--- config.mk ---
export PLATFORM = sky130hd
export DESIGN_NAME = rha_ctrl
export DESIGN_NICKNAME = d
export VERILOG_FILES = /design/src/design/rha_pkg.sv /design/src/design/rha_ctrl.sv
export SDC_FILE = /design/constraint.sdc
export NUM_CORES = 1
export LEC_CHECK = 0
export BUFFER_PORTS_ARGS = -buffer_cell sky130_fd_sc_hd__buf_4
export CAP_MARGIN = 20
export CORE_AREA = 4 4 41 43
export CTS_BUF_LIST = sky130_fd_sc_hd__clkbuf_8
export CTS_CLUSTER_SIZE = 40
export DETAILED_ROUTE_END_ITERATION = 7
export DIE_AREA = 0 0 45 47
export PLACE_DENSITY_LB_ADDON = 0.08
export SLEW_MARGIN = 20
export SYNTH_ARGS = -nofsm -noshare
export SYNTH_HDL_FRONTEND = slang
export SYNTH_SLANG_ARGS = --single-unit
--- constraint.sdc ---
create_clock -name clk -period 1.5 [get_ports clk]
set_clock_uncertainty 0.05 [all_clocks]
set_input_delay 0.375 -clock clk [delete_from_list [all_inputs] [get_ports clk]]
set_output_delay 0.375 -clock clk [all_outputs]
set_load 0.01 [all_outputs]
--- src/design/rha_pkg.sv ---
`timescale 1ns / 1ps
// ----------------------------------------------------------------------------
// rha_pkg
// Shared constants, types and helper functions of the RGB histogram unit.
// ----------------------------------------------------------------------------
package rha_pkg;

	localparam int COUNT_WIDTH = 32;
	localparam int OUT_WIDTH   = 32;
	localparam int BIN_COUNT   = 256;
	localparam int BIN_W       = $clog2(BIN_COUNT);
	localparam int NUM_HIST    = 4;

	// Histogram slots in the datapath.
	localparam int HIST_RED   = 0;
	localparam int HIST_GREEN = 1;
	localparam int HIST_BLUE  = 2;
	localparam int HIST_VALUE = 3;

	// Function codes carried on the func port.
	localparam logic FUNC_ACCUM = 1'b0;
	localparam logic FUNC_READ  = 1'b1;

	typedef logic [COUNT_WIDTH-1:0] count_t;
	typedef logic [OUT_WIDTH-1:0]   out_count_t;
	typedef logic [BIN_W-1:0]       bin_t;

	typedef enum logic [1:0] {
		ST_CLEAR,
		ST_IDLE,
		ST_UPDATE
	} ctrl_state_t;

	typedef struct packed {
		logic clear;
		logic load;
		logic write_back;
		logic emit;
	} ctrl_cmd_t;

	typedef struct packed {
		logic clear_last;
		logic is_read;
	} dp_status_t;

	// Add one unless the counter already holds its maximum.
	function automatic count_t sat_inc(input count_t c);
		count_t sum;
		sum = c + count_t'(1);
		if (c == '1) begin
			return c;
		end
		return sum;
	endfunction

	// A count too large for the output field is reported as the field maximum.
	function automatic out_count_t clip_count(input count_t c);
		logic [63:0] wide;
		wide = 64'(c);
		if (wide > 64'({OUT_WIDTH{1'b1}})) begin
			return '1;
		end
		return wide[OUT_WIDTH-1:0];
	endfunction

endpackage

--- src/design/rha_ctrl.sv ---
`timescale 1ns / 1ps
// ----------------------------------------------------------------------------
// rha_ctrl
// Controller: clears the bins after reset, then sequences the read phase and
// the update phase of each item.
// ----------------------------------------------------------------------------
module rha_ctrl (
	input  logic                  clk,
	input  logic                  arst_n,
	input  logic                  start,
	input  rha_pkg::dp_status_t   status,
	output logic                  busy,
	output rha_pkg::ctrl_cmd_t    cmd
);

	rha_pkg::ctrl_state_t state_q, state_d;

	always_ff @(posedge clk or negedge arst_n) begin
		if (!arst_n) begin
			state_q <= rha_pkg::ST_CLEAR;
		end else begin
			state_q <= state_d;
		end
	end

	always_comb begin
		state_d = state_q;
		unique case (state_q)
			rha_pkg::ST_CLEAR: begin
				if (status.clear_last) begin
					state_d = rha_pkg::ST_IDLE;
				end
			end
			rha_pkg::ST_IDLE: begin
				if (start) begin
					state_d = rha_pkg::ST_UPDATE;
				end
			end
			rha_pkg::ST_UPDATE: begin
				state_d = rha_pkg::ST_IDLE;
			end
			default: begin
				state_d = rha_pkg::ST_IDLE;
			end
		endcase
	end

	always_comb begin
		busy           = 1'b0;
		cmd.clear      = 1'b0;
		cmd.load       = 1'b0;
		cmd.write_back = 1'b0;
		cmd.emit       = 1'b0;
		unique case (state_q)
			rha_pkg::ST_CLEAR: begin
				busy      = 1'b1;
				cmd.clear = 1'b1;
			end
			rha_pkg::ST_IDLE: begin
				cmd.load = start;
			end
			rha_pkg::ST_UPDATE: begin
				busy           = 1'b1;
				cmd.write_back = !status.is_read;
				cmd.emit       = status.is_read;
			end
			default: begin
				busy = 1'b0;
			end
		endcase
	end

endmodule

# == After elaboration in Yosys (flattened, before gate mapping) ==
# Index checks and enable logic that the tools add are counted.
# op_classes
mux,7
n_eq_ne,4
n_reduce_logical,4
# op_table
operator,n
2-bit two-way mux,3
"2-bit != test, second input constant",2
2-bit case mux with 2 select lines,1
1-bit two-way mux,3
"2-bit by 1-bit == test with 1-bit output, second input constant",1
"2-bit == test, second input constant",1
2-bit logical NOT,1
2-bit AND reduction,1
2-bit OR reduction,1
1-bit logical NOT,1
# totals
wordCells,16
out_inout_bits,5
inputBits,5
register_bits,2

# == Longest topological paths before layout ==
# Gate-level depths: netlist (run 1).
# logic_depth
depth_word,3
depth_mapped,2
mapped_depth_nobuf,2

# == Worst setup path after synthesis (run 1) ==
# No wires, ideal clock.
# synth_timing
path_type,register to output
startpoint,register state_q[0]
endpoint,output port cmd[1] (netlist name)
path_slack_ps,348
path_stages_with_launch,2
arrival_ps,727
t_required_ps,1075
n_path_buf,0
cell_sequence,dfrtp_1 -> nor3b_1
# synth_lines
element,line,source
start: declaration,rha_ctrl.sv:16,"rha_pkg::ctrl_state_t state_q, state_d;"
start signal: assignment,rha_ctrl.sv:20,state_q <= rha_pkg::ST_CLEAR;
start signal: assignment,rha_ctrl.sv:22,state_q <= state_d;
end: declaration,rha_ctrl.sv:13,output rha_pkg::ctrl_cmd_t cmd

==> results.json, run 1 <==
{
  "run_status": "finished clean",
  "preCtsSetupSlack_ns": 0.266,
  "total_power_density_per_cell_area_nw_per_um2": 1540,
  "timing.final.crit_share_pct": 93.9,
  "slack_of_the_worst_reg_to_reg_path_ns": 0.49,
  "p_clk_share_pct": 56.7,
  "sequential_cell_area_fraction_in_the_yosys_report_pct": 51.9,
  "worstSkewPairLatency_ns": 0.21,
  "routedWlPerCell_um": 8.51,
  "final_cell_mix": "9 x sky130_fd_sc_hd__buf_4, 3 x sky130_fd_sc_hd__nor2_1, 3 x sky130_fd_sc_hd__clkbuf_8",
  "crit_arrival_ns": 0.98,
  "core_region_area_um2": 1300,
  "groute.usage.overall_pct": 4.19,
  "endpoint_kind": "primary output",
  "grt_pass1_wl_um": 552,
  "syn_nets": 16,
  "critPathBufInv": 2,
  "root_buffer": "sky130_fd_sc_hd__clkbuf_8",
  "cts_made_buffers": 3,
  "layout_commonest_cell": "sky130_fd_sc_hd__buf_4",
  "timing.slew.headroom_pct": 88.4,
  "critPathKind": "flop to primary output",
  "critical_path.slowest_cell": "sky130_fd_sc_hd__dfrtp_1",
  "largest_register_ffs": 2,
  "synth-warning-count": 0,
  "number_of_antenna_diodes": 0,
  "report.final.slew_viol_count": 0,
  "drcViolationCount": 0,
  "crit_required_ns": 1.07,
  "power_leakage_nw": 0.127,
  "power.sequential.fraction_pct": 22.0,
  "synth.top_cells.by_area": "sky130_fd_sc_hd__dfrtp_1 52%, sky130_fd_sc_hd__nor2_1 12%, sky130_fd_sc_hd__a21o_1 7.8%, sky130_fd_sc_hd__nor3b_1 7.8%, sky130_fd_sc_hd__and3_1 6.5%",
  "syn-instance-count": 11,
  "tritoncts_clock_tree": "yes",
  "timing.final.hold_violations": 0,
  "place.port_buffers": 9,
  "share_comb_of_total_power_pct": 21.3,
  "finalCoreUtilization_pct": 18.4,
  "setup-tns-final_ns": 0,
  "largest_registers": "state_q: 2 flops",
  "worst_setup_path_start_kind": "flop",
  "rsz0062_at_grt": "false",
  "initial_core_utilization_pct": 7.40,
  "htreeDepth": 1,
  "fmaxAchievable_mhz": 710,
  "critical_path.cell_chain": "inv_1, and3_1, buf_4",
  "ant_nets": 0,
  "vertical_die_dimension_um": 47,
  "cp_slowest_stage_delay_ns": 0.41,
  "clkSlewWorstSetupHoldPaths_ns": 0.03,
  "drtPass1Iterations": 1,
  "hpwlAfterDp_um": 242,
  "die-area_um2": 2120,
  "nFillCells": 156,
  "p_sw_w": 0.0000876,
  "largest_net_degree_at_the_start_of_global_routing": 7,
  "post_synth_instance_area_um2": 96.3,
  "largest_register": "state_q",
  "setup_viol": 0,
  "cts.sink_count": 2,
  "hold_path.class": "primary input to flop",
  "first_global_vias": 141,
  "layout-drive-gt1-share_pct": 54.2,
  "cts_buffer_depth": 2,
  "synth_top_area_cell": "sky130_fd_sc_hd__dfrtp_1",
  "netlist.area_leader.share_pct": 51.9,
  "gpl.final_weighted_congestion": 0.559,
  "design.final.nets": 31,
  "timing_worst_slew_pin_value_ns": 0.174,
  "vdd.ir_drop.worst_mv": 0.499,
  "synth.avg_cell_area_um2": 8.76,
  "critical_path_peak_fanout": 5,
  "syn_to_final_growth_pct": 148,
  "vias": 126,
  "route.final.wire_length_um": 332,
  "drt_iter0_markers": 0,
  "routed_via_density": 3.23,
  "cell_type_group_with_the_largest_total_delay_on_the_critical_path": "flip-flops",
  "cell_internal_power_w": 0.000280,
  "floorplan.rows": 13,
  "num_io_pins": 10,
  "post_synth_num_cell_types": 8,
  "die_width_um": 45,
  "layout_setup_ws_ns": 0.0918,
  "timing.final.crit_period_ns": 1.41,
  "power_switching_share_pct": 23.8,
  "synth_seq_cells": 2,
  "antenna_violations_before_repair": 0,
  "global_route.overflow_total": 0,
  "max_cap_viol_count": 0
}
## path summary, 6_finish.rpt
kind	start	endpoint	cells after the start
hold reg to reg	state_q[1]	state_q[1]	1
max in group asynchronous	arst_n	state_q[1]	2
hold / removal	start	state_q[1]	3
min in group asynchronous	arst_n	state_q[0]	2
setup / recovery	state_q[0]	cmd[0]	3
setup reg to reg	state_q[0]	state_q[0]	2
## kinds of logic (layout without fill, tap and decap cells)
| family | Yosys count | after routing | share of synthesized area, % |
|---|---|---|---|
| AO/OA/AOI/OAI | 1 | 1 | 7.80 |
| buffers and inverters | 1 | 14 | 3.89 |
| flip-flops | 2 | 2 | 52.0 |
| AND/OR/NAND/NOR | 7 | 7 | 36.4 |
## cell usage after synthesis
master,instances
sky130_fd_sc_hd__nor2_1,3
sky130_fd_sc_hd__dfrtp_1,2
sky130_fd_sc_hd__a21o_1,1
sky130_fd_sc_hd__and3_1,1
sky130_fd_sc_hd__inv_1,1
sky130_fd_sc_hd__nand2_1,1
sky130_fd_sc_hd__nor3b_1,1
sky130_fd_sc_hd__or2_1,1
## power groups by stage
stage	clock network, W	registers, W	logic (W)
2_1_floorplan	0	0.0000758	0.0000338
3_3_place_gp	0	0.0000811	0.0000767
3_5_place_dp	0	0.0000817	0.0000770
4_1_cts	0.000218	0.0000810	0.0000792
5_1_grt	0.000221	0.0000846	0.0000860
6_report	0.000208	0.0000807	0.0000782
## layer usage
| metal | wire, µm | global-route usage, % | up-vias |
|---|---|---|---|
| li1 | - | - | 61 |
| met2 | 175 | 6.21 | 7 |
| met3 | 39 | 2.30 | 0 |
| met1 | 117 | 3.64 | 58 |
| met4 | 0 | 5.26 | 0 |
| met5 | 0 | 0 | - |
## layout make-up
class                           count  area, µm²  share of cell area, %
Clock buffer                        3       41.3                   17.3
Timing Repair Buffer               10       77.6                   32.5
Multi-Input combinational cell      8       47.5                   19.9
Inverter                            1       3.75                   1.57
Sequential cell                     2       50.0                   20.9
Tap cell                           15       18.8                   7.85
## tightest hold or removal path, stage by stage
cell,delay [ns]
sky130_fd_sc_hd__buf_4,0.08
sky130_fd_sc_hd__nand2_1,0.07
sky130_fd_sc_hd__nor2_1,0.09
## timing repair
action                                  in CTS  in global routing
endpoints found under the setup margin       0                  1
hold buffers                                 1                  0
buffers inserted                             0                  0
gates resized for setup                      0                  1
endpoints found under the hold margin        2                  0
## metrics by stage
stage | instance area, µm² | cells | total power, W | hold WS (ns)
after global routing | 239 | 39 | 0.000391 | 0.437
final | 239 | 39 | 0.000367 | 0.409
after global placement | 183 | 35 | 0.000158 | 0.108
after detailed placement | 183 | 35 | 0.000159 | 0.108
after CTS | 234 | 39 | 0.000378 | 0.417
after floorplan | 96.3 | 11 | 0.000110 | 0.0294
No activity file was read; power rests on OpenSTA's default activity.
==> run 2, diff against run 1 <==
- clock period: 1.5 -> 1.8 ns (I/O delays scaled with it)
==> run 2 against run 1 <==
Clock power shrank 16%. Final cell count unchanged. Hold slack better by 0.069 ns. Clock-buffer cell count is the same. Sequential cell count unchanged. Largest cell class unchanged.
==> results.json, run 2 (synthesized netlist as in run 1, its figures left out) <==
{
  "run_status": "finished clean",
  "timing.final.crit_share_pct": 82.9,
  "cell_type_group_with_the_largest_total_delay_on_the_critical_path": "flip-flops",
  "die-area_um2": 2120,
  "largest_register": "state_q",
  "place.port_buffers": 9,
  "drt_iter0_markers": 0,
  "syn_to_final_growth_pct": 143,
  "p_total_w": 0.000305,
  "vias": 128,
  "setup-tns-final_ns": 0,
  "hold_path.class": "flop to flop",
  "critPathKind": "flop to primary output",
  "final_design_area_no_fill_um2": 234,
  "layout.area.seq_um2": 50.0,
  "fmaxAchievable_mhz": 670,
  "clkSlewWorstSetupHoldPaths_ns": 0.03,
  "vertical_die_dimension_um": 47,
  "timing.final.crit_period_ns": 1.49,
  "design.final.nets": 31,
  "total_power_density_per_cell_area_nw_per_um2": 1300,
  "first_global_vias": 134,
  "gpl.final_weighted_congestion": 0.559,
  "report.final.slew_viol_count": 0,
  "regToRegStartpoint": "state_q[0]",
  "largest_net_degree_at_the_start_of_global_routing": 7,
  "cts_made_buffers": 3,
  "crit_arrival_ns": 0.99,
  "power_leakage_nw": 0.126,
  "worst_hold_startpoint": "state_q[1]",
  "crit_required_ns": 1.30,
  "number_of_antenna_diodes": 0,
  "setup_viol": 0,
  "cts.sink_count": 2,
  "layout_commonest_cell": "sky130_fd_sc_hd__buf_4",
  "hold_slack_ns": 0.478,
  "critical_path.slowest_cell": "sky130_fd_sc_hd__dfrtp_1",
  "tritoncts_clock_tree": "yes",
  "htreeDepth": 1,
  "drtPass1Iterations": 1,
  "routedWlPerCell_um": 8.90,
  "cp-startpoint": "state_q[0]",
  "antenna_violations_before_repair": 0,
  "post_cts_buffers": 0,
  "groute.usage.overall_pct": 3.95,
  "global_route.overflow_total": 0,
  "routed_via_density": 3.28,
  "die_width_um": 45,
  "max_cap_viol_count": 0,
  "grt_pass1_wl_um": 510,
  "layout-drive-gt1-share_pct": 50.0,
  "drcViolationCount": 0,
  "timing.final.hold_violations": 0,
  "nFillCells": 154,
  "cp_slowest_stage_delay_ns": 0.41,
  "cts_stage_hold_buffer_count": 1,
  "largest_register_ffs": 2,
  "initial_core_utilization_pct": 7.40,
  "num_io_pins": 10,
  "multi_input_area_um2": 42.5,
  "root_buffer": "sky130_fd_sc_hd__clkbuf_8",
  "timing_worst_slew_pin_value_ns": 0.177,
  "worst_setup_path_start_kind": "flop",
  "rsz0062_at_grt": "false",
  "critPathBufInv": 1,
  "route.final.wire_length_um": 347,
  "endpoint_kind": "primary output",
  "critical_path.cell_chain": "nor3b_1, buf_4",
  "floorplan.rows": 13,
  "final_cell_mix": "9 x sky130_fd_sc_hd__buf_4, 3 x sky130_fd_sc_hd__nor2_1, 3 x sky130_fd_sc_hd__clkbuf_8",
  "cts.repair.resized": 0,
  "timing.slew.headroom_pct": 88.2,
  "cts_buffer_depth": 2,
  "placed_cell_area_um2": 183,
  "vdd.ir_drop.worst_mv": 0.414,
  "ant_nets": 0,
  "core_region_area_um2": 1300,
  "critical_path_peak_fanout": 5,
  "worstSkewPairLatency_ns": 0.21,
  "largest_registers": "state_q: 2 flops"
}
run 2: layout make-up:
class,count,area share [%]
tap,15,8.02
inverter,1,1.60
clock buffer,3,17.6
multi-input combinational,8,18.2
timing repair buffer,10,33.2
sequential,2,21.4
run 2: worst paths after layout:
kind | to | slack, ns | cells after the start
worst min-delay path | state_q[1] | 0.48 | 1
worst min register to register | state_q[1] | 0.48 | 1
max in group asynchronous | state_q[1] | 1.10 | 2
worst max-delay path | cmd[1] | 0.31 | 2
min in group asynchronous | state_q[0] | 0.51 | 2
worst max register to register | state_q[0] | 0.80 | 2
run 2: per-stage QoR:
stage                     util [%]  setup WS [ns]  instances
after floorplan                  -          0.541         11
after global placement        14.0          0.424         35
after detailed placement      14.0          0.409         35
after CTS                     18.0          0.294         39
after global routing          18.0          0.238         39
final                         18.0          0.309         39
run 2: power by group:
group | switching [W] | leakage (nW) | internal (W) | total, W
sequential | 0.0000128 | 0.0236 | 0.0000543 | 0.0000670
clock | 0.0000326 | 0.0216 | 0.000141 | 0.000174
combinational | 0.0000272 | 0.0807 | 0.0000371 | 0.0000642
total | 0.0000725 | 0.126 | 0.000232 | 0.000305
run 2: metal layers:
metal	wire (µm)	share of wire [%]	global-route usage [%]	vias to the layer above
li1	-	-	-	61
met1	122	35	3.18	60
met2	176	51	5.93	7
met3	49	14	2.30	0
met4	0	0	5.26	0
met5	0	0	0	-
==> run 3, diff against run 2 <==
- clock period: 1.8 -> 1.23 ns (I/O delays scaled with it)
==> run 3 against run 2 <==
Power rose by 60%. Core utilization rose by 3.1 points. Worst setup slack got worse by 0.40 ns. Sequential cell count did not move. Sequential share of layout area fell by 2.2 points. The run now ends with setup timing left. Clock-buffer cell count did not move. Via count rose by 9.4%. Combinational power rose by 100%. Register-to-register slack got worse by 0.61 ns.
==> results.json, run 3 (synthesized netlist as in run 1, its figures left out) <==
{
  "run_status": "finished, violations left",
  "failed_checks": "setup timing",
  "root_buffer": "sky130_fd_sc_hd__clkbuf_8",
  "drcViolationCount": 0,
  "placed_cell_area_um2": 183,
  "die_width_um": 45,
  "core_region_area_um2": 1300,
  "globalRouteMet1Util_pct": 3.41,
  "timing.hold.worst_path_depth": 3,
  "share_comb_of_total_power_pct": 26.4,
  "largest_register": "state_q",
  "p_clk_share_pct": 52.1,
  "vertical_die_dimension_um": 47,
  "hold_slack_ns": 0.356,
  "rsz0062_at_grt": "true",
  "number_of_antenna_diodes": 0,
  "rr_endpoint": "state_q[0]",
  "layout.area.seq_um2": 52.6,
  "initial_core_utilization_pct": 7.40,
  "cts_made_buffers": 3,
  "hold_end": "state_q[0]",
  "route.final.wire_length_um": 372,
  "critPathKind": "flop to primary output",
  "num_io_pins": 10,
  "timing.slew.headroom_pct": 91.4,
  "groute.usage.overall_pct": 4.66,
  "reg2reg_depth": 4,
  "hold_path.class": "primary input to flop",
  "fmaxAchievable_mhz": 754,
  "worst_setup_path_start_kind": "flop",
  "tritoncts_clock_tree": "yes",
  "drt_iter0_markers": 0,
  "critical_path_peak_fanout": 5,
  "regToRegStartpoint": "state_q[0]",
  "stdcell_count": 42,
  "crit_arrival_ns": 0.97,
  "cell_internal_power_w": 0.000371,
  "layout_commonest_cell": "sky130_fd_sc_hd__buf_4",
  "report.final.slew_viol_count": 0,
  "final_cell_mix": "10 x sky130_fd_sc_hd__buf_4, 3 x sky130_fd_sc_hd__nor2_1, 3 x sky130_fd_sc_hd__clkbuf_8",
  "die-area_um2": 2120,
  "htreeDepth": 1,
  "largest_registers": "state_q: 2 flops",
  "largest_register_ffs": 2,
  "preCtsSetupSlack_ns": 0.0934,
  "timing.final.crit_period_ns": 1.33,
  "power_switching_share_pct": 24.1,
  "globalRoute.busiestLayer": "met2",
  "global_route.overflow_total": 0,
  "final_design_area_no_fill_um2": 274,
  "groute.layer.met2.usage_pct": 8.19,
  "gpl.final_weighted_congestion": 0.559,
  "vias": 140,
  "timing.final.crit_share_pct": 108,
  "groute.layer.met3.usage_pct": 2.30,
  "crit_required_ns": 0.87,
  "layout_setup_ws_ns": -0.0964,
  "nFillCells": 154,
  "antenna_violations_before_repair": 0,
  "layout-drive-gt1-share_pct": 74.1,
  "placedCellCount": 35,
  "largest_net_degree_at_the_start_of_global_routing": 7,
  "total_power_density_per_cell_area_nw_per_um2": 1790,
  "vdd.ir_drop.worst_mv": 0.642,
  "timing.final.hold_violations": 0,
  "grt_pass1_wl_um": 621,
  "worst_hold_startpoint": "status[1]",
  "cts_buffer_depth": 2,
  "first_global_vias": 166,
  "p_sw_w": 0.000118,
  "endpoint_kind": "primary output",
  "multi_input_area_um2": 50.0,
  "setup_viol": 4,
  "cts.sink_count": 2,
  "drtPass1Iterations": 1,
  "routedWlPerCell_um": 8.86,
  "power.sequential.fraction_pct": 21.5,
  "timing_worst_slew_pin_value_ns": 0.130,
  "design.final.nets": 34,
  "place.port_buffers": 9,
  "syn_to_final_growth_pct": 184,
  "power_leakage_nw": 0.139,
  "floorplan.rows": 13,
  "clkSlewWorstSetupHoldPaths_ns": 0.03,
  "ant_nets": 0,
  "slack_of_the_worst_reg_to_reg_path_ns": 0.19,
  "routed_via_density": 3.33,
  "max_cap_viol_count": 0,
  "worstSkewPairLatency_ns": 0.21
}
==> run 3: cell count changes in the layout (fill, tap and decap cells not counted) <==
cell,before,now
sky130_fd_sc_hd__buf_6,0,2
sky130_fd_sc_hd__dfrtp_1,2,0
sky130_fd_sc_hd__dfrtp_2,0,2
sky130_fd_sc_hd__buf_4,9,10
sky130_fd_sc_hd__inv_1,1,0
sky130_fd_sc_hd__inv_2,0,1
sky130_fd_sc_hd__nand2_1,1,0
sky130_fd_sc_hd__nand2_2,0,1
sky130_fd_sc_hd__nor3b_1,1,0
sky130_fd_sc_hd__nor3b_2,0,1
==> run 3: repair_timing <==
| action | in CTS | in global routing |
|---|---|---|
| hold buffers | 1 | 0 |
| resized for setup | 6 | 1 |
| setup endpoints to repair | 4 | 5 |
| setup buffers | 3 | 0 |
| gates cloned | 0 | 0 |
| hold endpoints to repair | 2 | 0 |
| pin swaps | 2 | 2 |
==> run 3: final cells by class <==
cell class                 count  share of cell area (%)
multi-input combinational      8                    18.3
timing repair buffer          13                    39.3
inverter                       1                    1.37
tap                           15                    6.85
sequential                     2                    19.2
clock buffer                   3                    15.1
==> run 3: critical path, stage by stage (launching register included) <==
cell                      delay, ns
sky130_fd_sc_hd__dfrtp_2       0.43
sky130_fd_sc_hd__inv_2         0.06
sky130_fd_sc_hd__and3_1        0.16
sky130_fd_sc_hd__buf_6         0.10
==> run 3: metal layers <==
| metal | part of all wire (%) | vias to the layer above |
|---|---|---|
| met2 | 56 | 7 |
| met5 | 0 | - |
| met3 | 8.3 | 0 |
| met4 | 0 | 0 |
| met1 | 35 | 66 |
| li1 | - | 67 |
==> run 3: worst max-delay path by stage <==
stage,start,to,cells past startpoint
3_3_place_gp,state_q[1],cmd[1],2
4_1_cts,state_q[0],cmd[0],3
6_report,state_q[0],cmd[0],3
2_1_floorplan,state_q[0],cmd[1],1
5_1_grt,state_q[0],cmd[0],3
3_5_place_dp,state_q[0],cmd[1],2
==> run 3: per-stage QoR <==
stage / total power, W / setup TNS [ns] / utilization, %
2_1_floorplan: 0.000134 / 0 / -
3_3_place_gp: 0.000193 / 0 / 14.0
3_5_place_dp: 0.000194 / 0 / 14.0
4_1_cts: 0.000501 / -0.282 / 21.0
5_1_grt: 0.000520 / -0.463 / 21.1
6_report: 0.000489 / -0.218 / 21.1
==> run 3: power groups by stage <==
| stage | combinational [W] | clock, W | sequential (W) |
|---|---|---|---|
| 6_report | 0.000129 | 0.000255 | 0.000105 |
| 3_5_place_dp | 0.0000937 | 0 | 0.0000998 |
| 4_1_cts | 0.000131 | 0.000266 | 0.000105 |
| 3_3_place_gp | 0.0000936 | 0 | 0.0000989 |
| 5_1_grt | 0.000141 | 0.000269 | 0.000109 |
| 2_1_floorplan | 0.0000412 | 0 | 0.0000924 |
